$ cat src/rtl/plpl_pkg.sv
// shared types and constants of the piecewise linear position lookup core
// no dependencies; imported by every module of the block
package plpl_pkg;

    localparam int MAX_SEGMENTS = 256;
    localparam int SEG_AW       = $clog2(MAX_SEGMENTS);
    localparam int KEY_W        = 64;
    localparam int WIDE_W       = 128;
    localparam int POS_W        = 32;
    localparam int SEG_CNT_W    = 9;
    localparam int CFG_IDX_W    = 3;
    localparam int CFG_DATA_W   = 64;
    localparam int HALF_W       = 32;
    localparam int MUL_STEPS    = 4;
    localparam int MUL_CNT_W    = 3;
    localparam int FRAC_Q       = 16;
    localparam int PROD_SHIFT   = 32;
    localparam int IN_TDATA_W   = 264;
    localparam int OUT_TDATA_W  = 64;

    localparam logic OP_LOAD   = 1'b0;
    localparam logic OP_LOOKUP = 1'b1;

    typedef enum logic [CFG_IDX_W-1:0] {
        CFG_LOWEST_KEY    = 3'd0,
        CFG_HIGHEST_KEY   = 3'd1,
        CFG_POS_COUNT     = 3'd2,
        CFG_ERROR_BOUND   = 3'd3,
        CFG_HALVE_MODE    = 3'd4,
        CFG_SEGMENT_COUNT = 3'd5
    } cfg_index_t;

    typedef enum logic [3:0] {
        ST_IDLE,
        ST_CHECK,
        ST_SEARCH,
        ST_FETCH,
        ST_MUL,
        ST_NEG,
        ST_SHADD,
        ST_LOWER,
        ST_UPPER,
        ST_CLAMP,
        ST_OUT
    } state_t;

    typedef struct packed {
        logic [KEY_W-1:0] intercept;
        logic [KEY_W-1:0] slope;
        logic [KEY_W-1:0] start_key;
    } seg_row_t;

    typedef struct packed {
        logic [HALF_W-1:0] mul_a;
        logic [HALF_W-1:0] mul_b;
        logic [WIDE_W-1:0] add_a;
        logic [WIDE_W-1:0] add_b;
        logic              add_cin;
    } arith_req_t;

    typedef struct packed {
        logic [2*HALF_W-1:0] mul_p;
        logic [WIDE_W-1:0]   add_sum;
    } arith_rsp_t;

endpackage

$ cat src/rtl/plpl_arith_unit.sv
// shared arithmetic unit: one 32x32 multiplier and one 128-bit adder with carry in
// depends on plpl_pkg
module plpl_arith_unit (
    input  plpl_pkg::arith_req_t req,
    output plpl_pkg::arith_rsp_t rsp
);
    import plpl_pkg::*;

    always_comb begin
        rsp.mul_p   = (2*HALF_W)'(req.mul_a) * (2*HALF_W)'(req.mul_b);
        rsp.add_sum = req.add_a + req.add_b + WIDE_W'(req.add_cin);
    end

endmodule
$ cat config.mk
export PLATFORM = sky130hd
export DESIGN_NAME = plpl_arith_unit
export DESIGN_NICKNAME = d
export VERILOG_FILES = /design/src/rtl/plpl_pkg.sv /design/src/rtl/plpl_arith_unit.sv
export SDC_FILE = /design/constraint.sdc
export NUM_CORES = 2
export LEC_CHECK = 0
export BUFFER_PORTS_ARGS = -buffer_cell sky130_fd_sc_hd__buf_2
export CAP_MARGIN = 10
export CORE_MARGIN = 8
export CORE_UTILIZATION = 40
export DETAILED_ROUTE_END_ITERATION = 16
export PLACE_DENSITY = 0.73
export SYNTH_ARGS = -nofsm -noshare
export SYNTH_HDL_FRONTEND = slang
export SYNTH_SLANG_ARGS = --single-unit
export TNS_END_PERCENT = 5
$ cat constraint.sdc
create_clock -name vclk -period 8.3
set_input_delay 0.83 -clock vclk [all_inputs]
set_output_delay 0.83 -clock vclk [all_outputs]
set_load 0.01 [all_outputs]
==> results.yml <==
cells_and_area:
  layout.cells.most_common: "sky130_fd_sc_hd__inv_1"
  stdcell_count: 6961
  layout_net_count: 7185
  postLayoutCoreUtil_pct: 47.5
  fraction_of_final_layout_cells_sized_beyond_drive_strength_1_pct: 18.9
  clkbuf_count: 0
  layout_common_cells: "920 x sky130_fd_sc_hd__inv_1, 888 x sky130_fd_sc_hd__fa_1, 606 x sky130_fd_sc_hd__nand2_1"
  sequential_cell_area_sq_um: 0
  n_fill_cell: 9843
  design_area_sq_mm: 0.0489
  seq_cell_count: 0
  area_growth_syn_to_layout_pct: 18.2
placed_design:
  placed_area_sq_mm: 0.0479
  placed_cells: 6938
  hpwl_mm: 123
  globalplace.congestion: 0.983
  port_buffers: 513
flow_run:
  max-cap-violations: 0
synthesis:
  net_count_after_synthesis: 6545
  netlist_instances: 4937
  ys_types: 76
  synth_area_sq_mm: 0.0414
  syn_avg_cell_area_sq_um: 8.38
  seq_area_frac_synth_pct: 0
  yosys_warnings: 0
critical_path:
  timing.critical_path.required_ns: 7.47
  crit_arrival_ns: 8.52
  worst-path-max-fanout: 12
  cpMostUsedCell: "sky130_fd_sc_hd__fa_1"
  critical_path.startpoint_type: "input pin"
  crit_path_max_incr_delay_ns: 0.54
  critical_path.slowest_cell: "sky130_fd_sc_hd__fa_1"
  crit_path_end_kind: "output pin"
  worstSetupPathType: "input pin to output pin"
timing:
  report.final.slew_viol_count: 0
  finalCritPeriodShare_pct: 113
  timing_hold_violations_final: 0
  postLayoutSetupSlackWorst_ns: -1.05
  worst_slew_margin_rel_pct: 44.8
  period_needed_ns: 9.35
  finalSetupViolCount: 34
  timing.fmax_mhz: 107
  worst_pin_slew_ns: 0.828
  final.hold.worst_slack_ns: 2.05
  rsz0062_at_grt: "true"
global_routing:
  grt_antenna_before_repair: 14
  global_route_wire_length_before_repair_mm: 220
  first_global_vias: 40400
  largest_net_degree_at_the_start_of_global_routing: 22
  grt_resource_usage_total_pct: 24.1
  globalRoute.totalOverflow: 0
routing:
  detail_route.first_pass.iterations: 5
  route.antenna.remaining_nets: 0
  detail_route.vias_per_cell: 5.31
  drt_iter0_drcs: 2546
  postRouteWirelength_mm: 139
  vias: 37000
  wl_per_cell_um: 19.9
  route.detailed.drc: 0
floorplanning:
  fp-row-count: 118
  dieWidth_um: 338
  boundaryPins: 513
  design.die.area_sq_mm: 0.114
  chipHeight_um: 338
  core-area_sq_mm: 0.103
  start_util_pct: 40.1
worst_hold_path:
  holdCritPathClass: "input pin to output pin"
  hold-path-cell-count: 3
outcome:
  violations: "setup timing"
  outcome: "complete, but fails checks"
-- path summary, 6_finish.rpt --
kind	slack, ns	to	startpoint
worst min-delay path	2.05	rsp[1]	req[130]
worst max-delay path	-1.05	rsp[191]	req[296]
-- timing repair --
item	4_1_cts	5_1_grt
endpoints found under the setup margin	41	44
setup buffers	12	4
cloned	0	2
pin swaps	66	38
hold buffers	0	0
resized for setup	110	70
-- metrics by stage --
step                TNS (ns)  setup WS (ns)
global placement      -27.32          -1.36
global route          -26.13          -1.31
floorplan            -0.0829        -0.0455
finish                -18.06          -1.05
CTS                   -18.55          -1.08
detailed placement    -29.89          -1.39
-- critical path: cells and delay by family --
| kind | cells | cell delay, ns |
|---|---|---|
| and+or+nand+nor | 1 | 0.16 |
| adders and majority gates | 9 | 4.22 |
| AOI/OAI and AO/OA | 10 | 1.72 |
| buffers and inverters | 11 | 1.38 |
| xor gates and xnor gates | 1 | 0.19 |
-- kinds of logic after synthesis --
family | synth area share [%]
AO/OA/AOI/OAI | 10.9
XOR/XNOR | 4.00
adder cells (fa/ha/maj) | 55.2
buffers and inverters | 11.0
AND/OR/NAND/NOR | 18.9
-- synthesized netlist by cell type (all sizes together), types with 4 or more instances --
cell type    n  area (sq um)
inv        923          3460
fa         898         18000
nand2      608          2280
and2       584          3650
ha         389          4870
clkbuf     265           996
a21oi      262          1320
o21ai      131           656
nor2       124           465
xnor2      122          1070
a21o       109           818
nand4       84           526
xor2        67           587
o21bai      53           398
nor3        32           160
o21a        25           188
nand3       24           120
nor2b       24           150
a31oi       18           125
buf         15          73.8
nand2b      15          93.8
o31ai       15           133
and3        14          87.6
a21boi      12          93.8
a211oi      11          92.6
or2         10          62.6
nor4         9          56.3
o211ai       8          60.1
or3          8          50.1
o221ai       7          61.3
a221oi       6          65.1
or4          5          37.5
a311oi       4          35.0
a41oi        4          35.0
o311ai       4          42.6
o31a         4          35.0
-- final cells by class --
type                            instances  area [sq um]  share of cell area [%]
Timing Repair Buffer                  918          6170                    12.6
Antenna cell                            6          15.0                  0.0307
Multi-Input combinational cell       3734         37500                    76.7
Tap cell                             1380          1730                    3.53
Inverter                              923          3460                    7.08
-- layer usage --
layer  vias up  share of wire [%]  GRT usage [%]
met4         4                4.3           8.45
met5         -              0.019              0
li1      16500                  -              -
met1     18500                 39           30.3
met3       317                7.5           3.51
met2      1627                 49           42.2
Power is not shown: default switching activity piles up to over one toggle a cycle in this logic, so the estimate is an artifact.
